### src/rtl/dgsm_pkg.sv
// ----------------------------------------------------------------------------
// dgsm_pkg: shared types and constants for the depth grid sector minimum
// Field widths, register indexes, reset values and the queue entry format.
// ----------------------------------------------------------------------------
package dgsm_pkg;

  localparam int DEPTH_W           = 20;
  localparam int CFG_W             = 20;
  localparam int DIM_CFG_W         = 13;
  localparam int CFG_IDX_W         = 2;
  localparam int MAX_FRAME_DIM_DEF = 4096;

  localparam int NUM_BANDS   = 3;
  localparam int NUM_SECTORS = 3;
  localparam int CELL_W      = 4;
  localparam int BAND_W      = 2;

  // x/3 as (x * RECIP3) >> RECIP3_SHIFT, exact for x below 2**16
  localparam int RECIP3       = 43691;
  localparam int RECIP3_W     = 17;
  localparam int RECIP3_SHIFT = 17;

  localparam int FRAME_WIDTH_RST  = 640;
  localparam int FRAME_HEIGHT_RST = 480;
  localparam logic [DEPTH_W-1:0] NEAR_CUTOFF_RST = DEPTH_W'(200);
  localparam logic [DEPTH_W-1:0] NO_RETURN_RST   = DEPTH_W'(100000);

  localparam logic [CFG_IDX_W-1:0] REG_FRAME_WIDTH  = 2'd0;
  localparam logic [CFG_IDX_W-1:0] REG_FRAME_HEIGHT = 2'd1;
  localparam logic [CFG_IDX_W-1:0] REG_NEAR_CUTOFF  = 2'd2;
  localparam logic [CFG_IDX_W-1:0] REG_NO_RETURN    = 2'd3;

  localparam int QUEUE_DEPTH = 4;
  localparam int QPTR_W      = 2;

  localparam logic [BAND_W-1:0] LAST_BAND_IDX = BAND_W'(NUM_BANDS - 1);

  // one classified pixel on its way from the front to the back
  typedef struct packed {
    logic [DEPTH_W-1:0] depth;
    logic               hit;
    logic [CELL_W-1:0]  grid_idx;
    logic               start;
    logic               last;
  } entry_t;

endpackage

### src/rtl/dgsm_front.sv
// ----------------------------------------------------------------------------
// dgsm_front: raster position tracking and pixel classification
// Finds the band and sector of each pixel, applies the sampling and cutoff
// rules and pushes one entry per pixel into the queue.
// ----------------------------------------------------------------------------
module dgsm_front
  import dgsm_pkg::*;
#(
  parameter int MAX_FRAME_DIM = MAX_FRAME_DIM_DEF
) (
  input  logic                                 clk,
  input  logic                                 rst_n,
  input  logic [$clog2(MAX_FRAME_DIM+1)-1:0]   width,
  input  logic [$clog2(MAX_FRAME_DIM+1)-1:0]   height,
  input  logic [$clog2(MAX_FRAME_DIM+1)-1:0]   band_size,
  input  logic [$clog2(MAX_FRAME_DIM+1)-1:0]   sector_size,
  input  logic [DEPTH_W-1:0]                   near_cutoff,
  input  logic                                 in_valid,
  output logic                                 in_stall,
  input  logic [DEPTH_W-1:0]                   in_depth_mm,
  input  logic                                 in_depth_invalid,
  input  logic                                 q_full,
  output logic                                 q_push,
  output entry_t                               q_entry
);

  localparam int POS_W = $clog2(MAX_FRAME_DIM);
  localparam int DIM_W = $clog2(MAX_FRAME_DIM + 1);
  localparam int EXT_W = DIM_W + 1;

  logic [POS_W-1:0]  row_r, row_nxt;
  logic [POS_W-1:0]  col_r, col_nxt;
  logic [BAND_W-1:0] band, sector;
  logic              row_even, col_even;
  logic              col_last, row_last;
  logic              accept;
  logic [EXT_W-1:0]  row_ext, col_ext, bs_ext, ss_ext;

  assign in_stall = q_full;
  assign accept   = in_valid & ~q_full;
  assign q_push   = accept;

  assign row_ext = EXT_W'(row_r);
  assign col_ext = EXT_W'(col_r);
  assign bs_ext  = EXT_W'(band_size);
  assign ss_ext  = EXT_W'(sector_size);

  // a zero part size leaves everything in the last part
  always_comb begin
    priority if (row_ext < bs_ext) begin
      band = 2'd0;
    end else if (row_ext < (bs_ext << 1)) begin
      band = 2'd1;
    end else begin
      band = 2'd2;
    end
    priority if (col_ext < ss_ext) begin
      sector = 2'd0;
    end else if (col_ext < (ss_ext << 1)) begin
      sector = 2'd1;
    end else begin
      sector = 2'd2;
    end
  end

  // offset parity: only the middle part starts at an odd boundary
  assign row_even = ~(row_r[0] ^ ((band == 2'd1) & band_size[0]));
  assign col_even = ~(col_r[0] ^ ((sector == 2'd1) & sector_size[0]));

  assign col_last = (col_ext + EXT_W'(1)) >= EXT_W'(width);
  assign row_last = (row_ext + EXT_W'(1)) >= EXT_W'(height);

  always_comb begin
    q_entry.depth    = in_depth_mm;
    q_entry.hit      = row_even & col_even & ~in_depth_invalid & (in_depth_mm > near_cutoff);
    q_entry.grid_idx = CELL_W'({2'b00, band}) + CELL_W'({1'b0, band, 1'b0}) + CELL_W'(sector);
    q_entry.start    = (row_r == '0) & (col_r == '0);
    q_entry.last     = col_last & row_last;
  end

  always_comb begin
    row_nxt = row_r;
    col_nxt = col_r;
    if (accept) begin
      if (!col_last) begin
        col_nxt = col_r + POS_W'(1);
      end else begin
        col_nxt = '0;
        row_nxt = row_last ? '0 : row_r + POS_W'(1);
      end
    end
  end

  always_ff @(posedge clk) begin
    if (!rst_n) begin
      row_r <= '0;
      col_r <= '0;
    end else begin
      row_r <= row_nxt;
      col_r <= col_nxt;
    end
  end

endmodule

### src/rtl/dgsm_queue.sv
// ----------------------------------------------------------------------------
// dgsm_queue: short entry queue between front and back
// Small register queue so that the two sides can stall independently.
// ----------------------------------------------------------------------------
module dgsm_queue
  import dgsm_pkg::*;
(
  input  logic   clk,
  input  logic   rst_n,
  input  logic   push,
  input  entry_t push_entry,
  input  logic   pop,
  output entry_t head,
  output logic   full,
  output logic   empty
);

  localparam int CNT_W = QPTR_W + 1;

  entry_t             mem [QUEUE_DEPTH];
  logic [QPTR_W-1:0]  wr_ptr_r, wr_ptr_nxt;
  logic [QPTR_W-1:0]  rd_ptr_r, rd_ptr_nxt;
  logic [CNT_W-1:0]   count_r, count_nxt;
  logic               do_push, do_pop;

  assign full    = (count_r == CNT_W'(QUEUE_DEPTH));
  assign empty   = (count_r == '0);
  assign do_push = push & ~full;
  assign do_pop  = pop & ~empty;
  assign head    = mem[rd_ptr_r];

  always_comb begin
    wr_ptr_nxt = do_push ? wr_ptr_r + QPTR_W'(1) : wr_ptr_r;
    rd_ptr_nxt = do_pop ? rd_ptr_r + QPTR_W'(1) : rd_ptr_r;
    count_nxt  = count_r + CNT_W'(do_push) - CNT_W'(do_pop);
  end

  always_ff @(posedge clk) begin
    if (do_push) begin
      mem[wr_ptr_r] <= push_entry;
    end
  end

  always_ff @(posedge clk) begin
    if (!rst_n) begin
      wr_ptr_r <= '0;
      rd_ptr_r <= '0;
      count_r  <= '0;
    end else begin
      wr_ptr_r <= wr_ptr_nxt;
      rd_ptr_r <= rd_ptr_nxt;
      count_r  <= count_nxt;
    end
  end

endmodule

### src/rtl/dgsm_back.sv
// ----------------------------------------------------------------------------
// dgsm_back: cell minimum update and result delivery
// Keeps the nine cell minima and the frame minimum, snapshots them at the
// end of a frame and hands out one band per transfer from an output register.
// ----------------------------------------------------------------------------
module dgsm_back
  import dgsm_pkg::*;
(
  input  logic                clk,
  input  logic                rst_n,
  input  logic [DEPTH_W-1:0]  no_return,
  input  logic                q_empty,
  input  entry_t              q_head,
  output logic                q_pop,
  output logic                out_valid,
  input  logic                out_stall,
  output logic [BAND_W-1:0]   out_band_index,
  output logic [DEPTH_W-1:0]  out_left_min,
  output logic [DEPTH_W-1:0]  out_center_min,
  output logic [DEPTH_W-1:0]  out_right_min,
  output logic [DEPTH_W-1:0]  out_band_min,
  output logic [DEPTH_W-1:0]  out_frame_min,
  output logic                out_last_band
);

  localparam int NUM_CELLS = NUM_BANDS * NUM_SECTORS;

  logic [DEPTH_W-1:0] cell_r   [NUM_CELLS];
  logic [DEPTH_W-1:0] cell_nxt [NUM_CELLS];
  logic [DEPTH_W-1:0] frame_r, frame_nxt;

  // snapshot rows shift up as each band is sent
  logic [DEPTH_W-1:0] bank_r [NUM_BANDS][NUM_SECTORS];
  logic [DEPTH_W-1:0] bank_frame_r;
  logic               bank_busy_r, bank_busy_nxt;
  logic [BAND_W-1:0]  bank_band_r, bank_band_nxt;

  logic               out_valid_r, out_valid_nxt;
  logic [BAND_W-1:0]  band_idx_r;
  logic [DEPTH_W-1:0] left_r, center_r, right_r, band_min_r, frame_min_r;
  logic               last_band_r;

  logic               out_free, emit, load_bank;
  logic [DEPTH_W-1:0] lc_min, row_min, frame_base;

  assign out_free  = ~out_valid_r | ~out_stall;
  assign emit      = bank_busy_r & out_free;
  assign q_pop     = ~q_empty & ~(q_head.last & bank_busy_r);
  assign load_bank = q_pop & q_head.last;

  always_comb begin
    logic [DEPTH_W-1:0] base;
    for (int i = 0; i < NUM_CELLS; i++) begin
      base = q_head.start ? no_return : cell_r[i];
      cell_nxt[i] = (q_head.hit && q_head.grid_idx == CELL_W'(i) && q_head.depth < base)
                    ? q_head.depth : base;
    end
    frame_base = q_head.start ? no_return : frame_r;
    frame_nxt  = (q_head.hit && q_head.depth < frame_base) ? q_head.depth : frame_base;
  end

  always_ff @(posedge clk) begin
    if (q_pop) begin
      for (int i = 0; i < NUM_CELLS; i++) begin
        cell_r[i] <= cell_nxt[i];
      end
      frame_r <= frame_nxt;
    end
  end

  always_ff @(posedge clk) begin
    if (load_bank) begin
      for (int b = 0; b < NUM_BANDS; b++) begin
        for (int s = 0; s < NUM_SECTORS; s++) begin
          bank_r[b][s] <= cell_nxt[b * NUM_SECTORS + s];
        end
      end
      bank_frame_r <= frame_nxt;
    end else if (emit) begin
      for (int b = 0; b < NUM_BANDS - 1; b++) begin
        for (int s = 0; s < NUM_SECTORS; s++) begin
          bank_r[b][s] <= bank_r[b + 1][s];
        end
      end
    end
  end

  always_comb begin
    bank_busy_nxt = bank_busy_r;
    bank_band_nxt = bank_band_r;
    if (load_bank) begin
      bank_busy_nxt = 1'b1;
      bank_band_nxt = '0;
    end else if (emit) begin
      bank_band_nxt = bank_band_r + BAND_W'(1);
      if (bank_band_r == LAST_BAND_IDX) begin
        bank_busy_nxt = 1'b0;
      end
    end
  end

  assign lc_min  = (bank_r[0][1] < bank_r[0][0]) ? bank_r[0][1] : bank_r[0][0];
  assign row_min = (bank_r[0][2] < lc_min) ? bank_r[0][2] : lc_min;

  always_comb begin
    out_valid_nxt = out_valid_r;
    if (emit) begin
      out_valid_nxt = 1'b1;
    end else if (out_valid_r && !out_stall) begin
      out_valid_nxt = 1'b0;
    end
  end

  always_ff @(posedge clk) begin
    if (emit) begin
      band_idx_r  <= bank_band_r;
      left_r      <= bank_r[0][0];
      center_r    <= bank_r[0][1];
      right_r     <= bank_r[0][2];
      band_min_r  <= row_min;
      frame_min_r <= bank_frame_r;
      last_band_r <= (bank_band_r == LAST_BAND_IDX);
    end
  end

  always_ff @(posedge clk) begin
    if (!rst_n) begin
      bank_busy_r <= 1'b0;
      bank_band_r <= '0;
      out_valid_r <= 1'b0;
    end else begin
      bank_busy_r <= bank_busy_nxt;
      bank_band_r <= bank_band_nxt;
      out_valid_r <= out_valid_nxt;
    end
  end

  assign out_valid      = out_valid_r;
  assign out_band_index = band_idx_r;
  assign out_left_min   = left_r;
  assign out_center_min = center_r;
  assign out_right_min  = right_r;
  assign out_band_min   = band_min_r;
  assign out_frame_min  = frame_min_r;
  assign out_last_band  = last_band_r;

endmodule

### src/rtl/depth_grid_sector_min.sv
// ----------------------------------------------------------------------------
// depth_grid_sector_min: 3x3 grid minimum of a streamed depth frame
// Throughput is one pixel per cycle while the queue is not full, through the
// front, a four-entry queue and the back. The three band results of a frame
// leave on consecutive transfers.
// A frame of fewer than four pixels holds the input while its results drain.
// Synchronous active-low reset clears positions, queue and output valid and
// loads the registers with their defaults; the minima are reloaded per frame.
// ----------------------------------------------------------------------------
module depth_grid_sector_min
  import dgsm_pkg::*;
#(
  parameter int MAX_FRAME_DIM = MAX_FRAME_DIM_DEF
) (
  input  logic                 clk,
  input  logic                 rst_n,
  input  logic                 cfg_we,
  input  logic [CFG_IDX_W-1:0] cfg_index,
  input  logic [CFG_W-1:0]     cfg_wdata,
  input  logic                 in_valid,
  output logic                 in_stall,
  input  logic [DEPTH_W-1:0]   in_depth_mm,
  input  logic                 in_depth_invalid,
  output logic                 out_valid,
  input  logic                 out_stall,
  output logic [BAND_W-1:0]    out_band_index,
  output logic [DEPTH_W-1:0]   out_left_min,
  output logic [DEPTH_W-1:0]   out_center_min,
  output logic [DEPTH_W-1:0]   out_right_min,
  output logic [DEPTH_W-1:0]   out_band_min,
  output logic [DEPTH_W-1:0]   out_frame_min,
  output logic                 out_last_band
);

  localparam int DIM_W  = $clog2(MAX_FRAME_DIM + 1);
  localparam int PROD_W = DIM_W + RECIP3_W;
  localparam int RST_W  = (FRAME_WIDTH_RST > MAX_FRAME_DIM) ? MAX_FRAME_DIM : FRAME_WIDTH_RST;
  localparam int RST_H  = (FRAME_HEIGHT_RST > MAX_FRAME_DIM) ? MAX_FRAME_DIM : FRAME_HEIGHT_RST;

  logic [DIM_W-1:0]     width_r, height_r, band_size_r, sector_size_r;
  logic [DEPTH_W-1:0]   near_cutoff_r, no_return_r;
  logic [DIM_CFG_W-1:0] wr_dim;
  logic [DIM_W-1:0]     wr_eff, wr_third;
  logic [PROD_W-1:0]    wr_prod;

  logic   q_full, q_empty, q_push, q_pop;
  entry_t q_push_entry, q_head;

  // clamp a written dimension and take a third of it once, at write time
  assign wr_dim = cfg_wdata[DIM_CFG_W-1:0];

  always_comb begin
    priority if (wr_dim == '0) begin
      wr_eff = DIM_W'(1);
    end else if (32'(wr_dim) > 32'(MAX_FRAME_DIM)) begin
      wr_eff = DIM_W'(MAX_FRAME_DIM);
    end else begin
      wr_eff = DIM_W'(wr_dim);
    end
  end

  assign wr_prod  = PROD_W'(wr_eff) * PROD_W'(RECIP3);
  assign wr_third = wr_prod[RECIP3_SHIFT +: DIM_W];

  always_ff @(posedge clk) begin
    if (!rst_n) begin
      width_r       <= DIM_W'(RST_W);
      height_r      <= DIM_W'(RST_H);
      sector_size_r <= DIM_W'(RST_W / 3);
      band_size_r   <= DIM_W'(RST_H / 3);
      near_cutoff_r <= NEAR_CUTOFF_RST;
      no_return_r   <= NO_RETURN_RST;
    end else if (cfg_we) begin
      unique case (cfg_index)
        REG_FRAME_WIDTH: begin
          width_r       <= wr_eff;
          sector_size_r <= wr_third;
        end
        REG_FRAME_HEIGHT: begin
          height_r    <= wr_eff;
          band_size_r <= wr_third;
        end
        REG_NEAR_CUTOFF: begin
          near_cutoff_r <= cfg_wdata[DEPTH_W-1:0];
        end
        REG_NO_RETURN: begin
          no_return_r <= cfg_wdata[DEPTH_W-1:0];
        end
      endcase
    end
  end

  dgsm_front #(
    .MAX_FRAME_DIM (MAX_FRAME_DIM)
  ) u_front (
    .clk              (clk),
    .rst_n            (rst_n),
    .width            (width_r),
    .height           (height_r),
    .band_size        (band_size_r),
    .sector_size      (sector_size_r),
    .near_cutoff      (near_cutoff_r),
    .in_valid         (in_valid),
    .in_stall         (in_stall),
    .in_depth_mm      (in_depth_mm),
    .in_depth_invalid (in_depth_invalid),
    .q_full           (q_full),
    .q_push           (q_push),
    .q_entry          (q_push_entry)
  );

  dgsm_queue u_queue (
    .clk        (clk),
    .rst_n      (rst_n),
    .push       (q_push),
    .push_entry (q_push_entry),
    .pop        (q_pop),
    .head       (q_head),
    .full       (q_full),
    .empty      (q_empty)
  );

  dgsm_back u_back (
    .clk            (clk),
    .rst_n          (rst_n),
    .no_return      (no_return_r),
    .q_empty        (q_empty),
    .q_head         (q_head),
    .q_pop          (q_pop),
    .out_valid      (out_valid),
    .out_stall      (out_stall),
    .out_band_index (out_band_index),
    .out_left_min   (out_left_min),
    .out_center_min (out_center_min),
    .out_right_min  (out_right_min),
    .out_band_min   (out_band_min),
    .out_frame_min  (out_frame_min),
    .out_last_band  (out_last_band)
  );

endmodule

### config.mk
export PLATFORM = sky130hd
export DESIGN_NAME = depth_grid_sector_min
export DESIGN_NICKNAME = d
export VERILOG_FILES = /design/src/rtl/dgsm_pkg.sv /design/src/rtl/dgsm_front.sv /design/src/rtl/dgsm_queue.sv /design/src/rtl/dgsm_back.sv /design/src/rtl/depth_grid_sector_min.sv
export SDC_FILE = /design/constraint.sdc
export NUM_CORES = 2
export LEC_CHECK = 0
export BUFFER_PORTS_ARGS = -buffer_cell sky130_fd_sc_hd__buf_2
export CAP_MARGIN = 0
export CORE_ASPECT_RATIO = 0.8
export CORE_MARGIN = 2
export CORE_UTILIZATION = 60
export CTS_CLUSTER_SIZE = 28
export DETAILED_ROUTE_END_ITERATION = 8
export PLACE_DENSITY = 0.78
export SLEW_MARGIN = 20
export SYNTH_ARGS = -nofsm -noshare
export SYNTH_HDL_FRONTEND = slang
export SYNTH_SLANG_ARGS = --single-unit
### constraint.sdc
create_clock -name clk -period 20 [get_ports clk]
set_clock_uncertainty 0.05 [all_clocks]
set_input_delay 4 -clock clk [delete_from_list [all_inputs] [get_ports clk]]
set_output_delay 4 -clock clk [all_outputs]
set_load 0.01 [all_outputs]
# After elaboration in Yosys (flattened, before gate mapping)
# Memory sizes are Yosys's and may differ from the RTL's. A register that Yosys moved wholly into a read port is not among the register bits.
# Cells that the tools add are included.
[classes]
n_addsub = 11
n_mul = 1
n_lt_le_gt_ge = 20
n_eq_ne = 15
mux = 52
bitwise_logic = 32
n_reduce_logical = 37
[op_table]
columns = ["op", "count"]
rows = [
  ["two-way mux 20 bit", 28],
  ["< comparator 20 bit", 12],
  ["multiplier 13 x 16 -> 29 bit, second input constant", 1],
  ["greater-or-equal comparator 14 x 13 -> 1 bit", 2],
  ["adder 12 x 1 -> 13 bit, second input constant", 2],
  ["< comparator 12 x 13 -> 1 bit", 2],
  ["two-way mux 13 bit", 2],
  ["adder 12 x 1 -> 12 bit, second input constant", 2],
  ["zero test 12 bit", 2],
  ["< comparator 12 bit", 2],
  ["two-way mux 12 bit", 2],
  ["greater-than comparator 20 bit", 1],
  ["logical AND 1 bit", 20],
  ["== test 4 x 3 -> 1 bit, second input constant", 4],
  ["AND 1 bit", 14],
  ["two-way mux 1 bit", 14],
  ["greater-than comparator 13 bit, second input constant", 1],
  ["zero test 13 bit", 1],
  ["two-way mux 2 bit", 6],
  ["AND reduction 2 bit", 6],
  ["inverter 1 bit", 9],
  ["== test 4 x 2 -> 1 bit, second input constant", 2],
  ["OR 1 bit", 7],
  ["adder 2 x 1 -> 2 bit, second input constant", 3],
  ["16 further kinds", 23],
]
[totals]
register_bits = 268
ram_bits = 468
input_bits = 48
output_inout_bits = 105
elab_cells = 194
mem_count = 3
[memory_table]
columns = ["name", "depth", "width", "rd", "rd_ports_with_merged_regs", "write_ports", "line", "source"]
rows = [
  ["u_back.bank_r", 3, 60, 3, 0, 3, "dgsm_back.sv:33", "logic [DEPTH_W-1:0] bank_r [NUM_BANDS][NUM_SECTORS];"],
  ["u_back.cell_r", 9, 20, 9, 0, 9, "dgsm_back.sv:28", "logic [DEPTH_W-1:0] cell_r [NUM_CELLS];"],
  ["u_queue.mem", 4, 27, 1, 1, 1, "dgsm_queue.sv:20", "entry_t mem [QUEUE_DEPTH];"],
]

# Logic depth before layout (Yosys ltp)
[logic_depth]
depth_word = 10
ltp_mapped = 21
mapped_depth_nobuf = 20

# Cells and area by module
# Synthesis repeated with hierarchy kept, for this count alone.
[hier_totals]
cells_unflattened = 3441
hier_area_um2 = 41563.6
[by_module_without_submodules]
columns = ["mod", "instances", "cells_each", "area_per_inst_um2", "seq_area_each_um2"]
rows = [
  ["dgsm_back", 1, 1947, 26580.5, 15184.6],
  ["depth_grid_sector_min", 1, 776, 6590.1, 1801.7],
  ["dgsm_queue", 1, 192, 4429.2, 3423.3],
  ["dgsm_front", 1, 526, 3963.8, 480.5],
]

# Worst setup path after synthesis
# Ideal clock, no wire load.
[synth_path]
path_kind = "flip-flop to flip-flop"
startpoint = "register (tool-made name)"
endpoint = "memory u_back.bank_r[0][0] in the netlist's numbering (enable)"
setup_time_ns = 0.483
arrival_time_ns = 15.475
required_ns = 19.467
setup_slack_ns = 3.991
stages_incl_launch_ff = 7
n_path_buf = 2
period_less_slack_ns = 16.009
path_cell_list = "dfxtp_1 > buf_2 > buf_1 > mux4_2 > a21oi_1 > nand2_1 > nand2_1"
[synth_lines]
columns = ["element", "line"]
rows = [
  ["end, declared", "dgsm_back.sv:33"],
]

# Worst setup path in the final report
[layout_path]
startpoint = "input port cfg_wdata[12]"
endpoint = "register sector_size_r[10]"
[layout_between]
elab_chain_len = 4
word_cells_on_any_way = 5
cone_classes = "mul (1); order compare (1); mux (2); reduce/logical (1)"
[layout_rtl]
columns = ["element", "line", "source"]
rows = [
  ["start, declared", "depth_grid_sector_min.sv:19", "input logic [CFG_W-1:0] cfg_wdata,"],
  ["greater-than comparator 13 bit", "depth_grid_sector_min.sv:55", "end else if (32'(wr_dim) > 32'(MAX_FRAME_DIM)) begin"],
  ["two-way mux 13 bit", "depth_grid_sector_min.sv:55", ""],
  ["two-way mux 13 bit (*)", "depth_grid_sector_min.sv:53", "priority if (wr_dim == '0) begin"],
  ["via wr_eff[9]", "depth_grid_sector_min.sv:43", "logic [DIM_W-1:0] wr_eff, wr_third;"],
  ["multiplier 13 x 16 -> 29 bit (*)", "depth_grid_sector_min.sv:62", "assign wr_prod = PROD_W'(wr_eff) * PROD_W'(RECIP3);"],
  ["end signal, assigned", "depth_grid_sector_min.sv:69", "sector_size_r <= DIM_W'(RST_W / 3);"],
  ["end signal, assigned", "depth_grid_sector_min.sv:77", "sector_size_r <= wr_third;"],
  ["end, declared", "depth_grid_sector_min.sv:40", "logic [DIM_W-1:0] width_r, height_r, band_size_r, sector_size_r;"],
]
# Mark *: on every way through the listed nets, which the timed path passes. The rest lies on a longest branch.
# A chain may end at the register's enable or synchronous reset.

==> impl_summary.log <==
INFO  metric min_path_cells = 0
INFO  metric cp-start-kind = primary input
INFO  metric placement_rows = 85
INFO  metric dr.first_iter.drc_count = 2902
INFO  metric ios = 153
INFO  metric syn-instance-count = 3277
INFO  metric totalNegativeSetupSlack = 0 ns
INFO  metric worstRegToRegCells = 14
INFO  metric number_of_nets_produced_by_synthesis = 3781
INFO  metric synthMuxAreaShare = 10.9%
INFO  metric power_frac_clock = 18.6%
INFO  metric drive_gt1_share = 14.7%
INFO  metric drt-pass1-iter-count = 6
INFO  metric final_nets = 3907
INFO  metric final.setup.worst_slack = 10.78 ns
INFO  metric layout.cells.non_filler = 4337
INFO  metric worst_ep_arrival = 9.68 ns
INFO  metric synth_top_family_by_area = adder cells
INFO  metric finalCritPeriodShare = 46.1%
INFO  metric floorplan.initialDensity = 60.3%
INFO  metric holdPathEnd = u_back.out_frame_min[13]
INFO  metric via_count_of_the_first_global_routing_pass = 27200
INFO  metric timing.hold.worst.start = u_back.bank_frame_r[13]
INFO  metric core_area = 66900 µm²
INFO  metric crit_path_max_fanout = 22
INFO  metric cellLeakagePower = 18.1 nW
INFO  metric tritoncts = yes
INFO  metric synth.ff_latch_count = 738
INFO  metric synthDistinctLibCells = 71
INFO  metric number_of_synthesized_flops_with_an_enable_pin = 611
INFO  metric family_with_the_most_delay_on_the_worst_path = adder cells
INFO  metric die-area = 69400 µm²
INFO  metric max-vdd-ir-drop = 0.192 mV
INFO  metric largest_net_degree_at_the_start_of_global_routing = 168
INFO  metric max_cap_violations = 0
INFO  metric timing.setup.critical_path_class = in2reg
INFO  metric reg_clk_slew_reported_paths = 0.06 ns
INFO  metric antenna_found_initial = 5
INFO  metric grtUsageTotal = 30.8%
INFO  metric worst_ep_required_time = 20.47 ns
INFO  metric switching_power = 0.00315 W
INFO  metric post_synth_xor_xnor_area = 0.738%
INFO  metric worst-r2r-setup-slack = 13.86 ns
INFO  metric synth_adder_area_share = 15.1%
INFO  metric crit_buf_inv = 5
INFO  metric htreeDepth = 3
INFO  metric die_boundary_width = 294 µm
INFO  metric yosys_most_used_dff = edfxtp_1
INFO  metric cts.sink_count = 738
INFO  metric max_freq = 108 MHz
INFO  metric post_detailed_placement_cell_area = 42000 µm²
INFO  metric sequentialPowerShare = 35.6%
INFO  metric number_of_vias_after_detailed_routing = 27400
INFO  metric buffers_on_ports = 152
INFO  metric power_frac_comb = 45.8%
INFO  metric syn_area = 40300 µm²
INFO  metric report.final.slew_viol_count = 0
INFO  metric slowest_delay = 0.56 ns
INFO  metric place.detailed.hpwl = 76300 µm
INFO  metric tightest_slew = 1.19 ns
INFO  metric slew_headroom = 20.4%
INFO  metric synth_async_sr_flop_share = 0%
INFO  metric worstReg2RegEnd = u_back.bank_frame_r[9]
INFO  metric dpl_worst_slack = 10.21 ns
INFO  metric max-clock-path-buffers = 3
INFO  metric final_area = 44600 µm²
INFO  metric worst_skew_pair.late_latency = 0.64 ns
INFO  metric min_path_type = reg2reg
INFO  metric setup_violations = 0
INFO  metric tritoncts.num_buffers = 75
INFO  metric finalCriticalPeriod = 9.22 ns
INFO  metric synth_compound_area_share = 10.3%
INFO  metric yosys.area_share.simple = 7.07%
INFO  metric postCtsSetupRepairBufs = 0
INFO  metric power_switching_share = 39.8%
INFO  metric die-height = 236 µm
INFO  metric drt-total-wl = 107000 µm
INFO  metric area_growth_syn_to_layout = 10.6%
INFO  metric rsz_0062_raised_after_global_routing = no
INFO  metric postCtsHoldBufs = 0
INFO  metric crit_path_end_kind = flop
INFO  metric grt_pass1_wl = 163000 µm
INFO  metric yosysWarnings = 0
INFO  metric postSynthAreaPerCell = 12.3 µm²
INFO  metric detail-route-antenna-nets = 0
INFO  metric report.final.hold_viol_count = 0
INFO  metric ctsRootBufferMaster = clkbuf_16
INFO  metric gpl.final_weighted_congestion = 0.944
INFO  metric power.density = 177 nW/µm²
INFO  metric cp_cell_instances = buf_2 -> nor2b_1 -> ha_1 -> inv_1 -> fa_1 -> inv_1 -> fa_1 -> fa_1 -> inv_1 -> fa_1 -> inv_1 -> ha_1 -> nand4_1 -> nor3_1 -> nand4b_1 -> a41oi_1 -> a31o_2 -> a221o_1 -> nor2_1 -> a32o_1
INFO  metric routed_wire_length_per_instance = 24.7 µm
INFO  metric gr-total-overflow = 0
INFO  metric route.detailed.drc = 0
INFO  metric avgViaCountPerCell = 6.31
INFO  metric critical_path.slowest_cell = fa_1
INFO  metric dpl.cell_count = 4195
INFO  metric post_cts_resized = 0
INFO  metric internal-power = 0.00477 W
INFO  metric synth_sequential_area_ratio = 51.8%
INFO  metric status = finished, final reports clean
## worst max path at each step
| stage | startpoint | end | slack (ns) | cells after the start |
|---|---|---|---|---|
| finish | cfg_wdata[12] | sector_size_r[10] | 10.78 | 20 |
| global route | cfg_wdata[12] | band_size_r[11] | 10.37 | 20 |
| CTS | cfg_wdata[12] | sector_size_r[10] | 10.84 | 20 |
| detailed placement | cfg_wdata[12] | sector_size_r[10] | 10.21 | 20 |
| global placement | cfg_wdata[12] | sector_size_r[10] | 10.34 | 20 |
| floorplan | flop | u_back.bank_r[0][0] | 3.99 | 6 |
## metal layers
metal	up-vias	part of all wire, %	GRT usage (%)	wire [µm]
li1	12400	-	-	-
met1	13500	44	44.7	46700
met2	1269	43	45.8	46500
met3	222	9.8	7.30	10500
met4	4	3.2	10.0	3480
met5	-	0.021	0	23
## cell type report
class,instances,area [µm²]
multi-input combinational,2134,18000
clock inverter,42,474
clock buffer,97,2110
timing repair buffer,205,1180
sequential,738,20900
inverter,249,937
antenna,2,5.00
fill,4782,22300
tap,870,1090
## cells by family after synthesis
logic type	after synthesis
adder cells (fa/ha/maj)	456
XOR/XNOR	34
AO/OA/AOI/OAI	677
multiplexers	414
AND/OR/NAND/NOR	553
buffers and inverters	405
flip-flops	738
## power by group through the flow
stage | combinational (W) | sequential (W) | clock, W
floorplan | 0.00233 | 0.00293 | 0
global placement | 0.00337 | 0.00282 | 0
detailed placement | 0.00351 | 0.00284 | 0
CTS | 0.00356 | 0.00281 | 0.00149
global route | 0.00394 | 0.00287 | 0.00154
finish | 0.00363 | 0.00282 | 0.00148
## registers in the layout (all words and copies together), names as in the netlist, 2 cells and up, named ones only
register,flops
u_back.bank_r,180
band_size_r,12
u_back.out_left_min,20
u_back.bank_band_r,2
width_r,13
u_back.out_right_min,20
u_back.frame_r,20
height_r,13
near_cutoff_r,20
u_queue.rd_ptr_r,2
u_back.out_frame_min,20
u_back.bank_frame_r,20
u_queue.count_r,3
u_queue.wr_ptr_r,2
u_back.out_center_min,20
u_back.cell_r,180
u_back.out_band_index,2
u_back.out_band_min,20
no_return_r,20
sector_size_r,12
u_queue.mem,108
u_front.col_r,12
u_front.row_r,12
## worst register-to-register path: cells and delay by family (launching register included)
kind                       cells  cell delay [ns]
AOI/OAI and AO/OA              7             1.57
and+or+nand+nor                2             1.25
muxes                          2             1.22
buffers and inverters          2             1.05
DFF                            1             0.35
adders and majority gates      1             0.34
## stage by stage
stage | hold WS [ns] | util [%] | power, W
2_1_floorplan | 0.350 | - | 0.00525
3_3_place_gp | 0.354 | 62.8 | 0.00619
6_report | 0.368 | 66.7 | 0.00792
4_1_cts | 0.370 | 66.7 | 0.00786
3_5_place_dp | 0.355 | 62.8 | 0.00635
5_1_grt | 0.376 | 66.7 | 0.00835
## synth_stat cells (86+ instances only)
| cell type | n | area (µm²) |
|---|---|---|
| inv_1 | 249 | 935 |
| nand2_1 | 225 | 845 |
| mux2_2 | 142 | 1600 |
| edfxtp_1 | 611 | 18300 |
| a21boi_0 | 86 | 646 |
| dfxtp_1 | 127 | 2540 |
| a21o_1 | 94 | 706 |
| ha_1 | 404 | 5050 |
| a21oi_1 | 302 | 1510 |
| o21ai_0 | 90 | 450 |
| mux2i_1 | 265 | 2650 |
| clkbuf_1 | 96 | 360 |
## cell usage in the layout (no fill, tap or decap), types with 6 or more instances in the layout
master	instances
nor4_1	17
nor2b_1	33
nand2_1	223
nor3b_1	6
a21o_1	94
buf_4	52
nor3_1	14
o21ai_0	85
mux2_2	141
mux2i_1	265
and3_1	15
clkbuf_1	13
a31oi_1	9
xnor2_1	16
nand4_1	52
nor2_1	43
o211ai_1	28
xor2_1	18
buf_2	151
clkinv_2	12
edfxtp_1	611
nand3b_1	11
ha_1	404
and2_1	37
inv_1	247
bufinv_16	9
a21boi_0	85
nand3_1	32
fa_1	52
or3b_2	9
o21a_1	17
clkinv_1	11
nand2b_1	20
clkbuf_16	80
a21oi_1	299
and4_1	8
dfxtp_1	125
No activity file was read; power rests on OpenSTA's default activity.
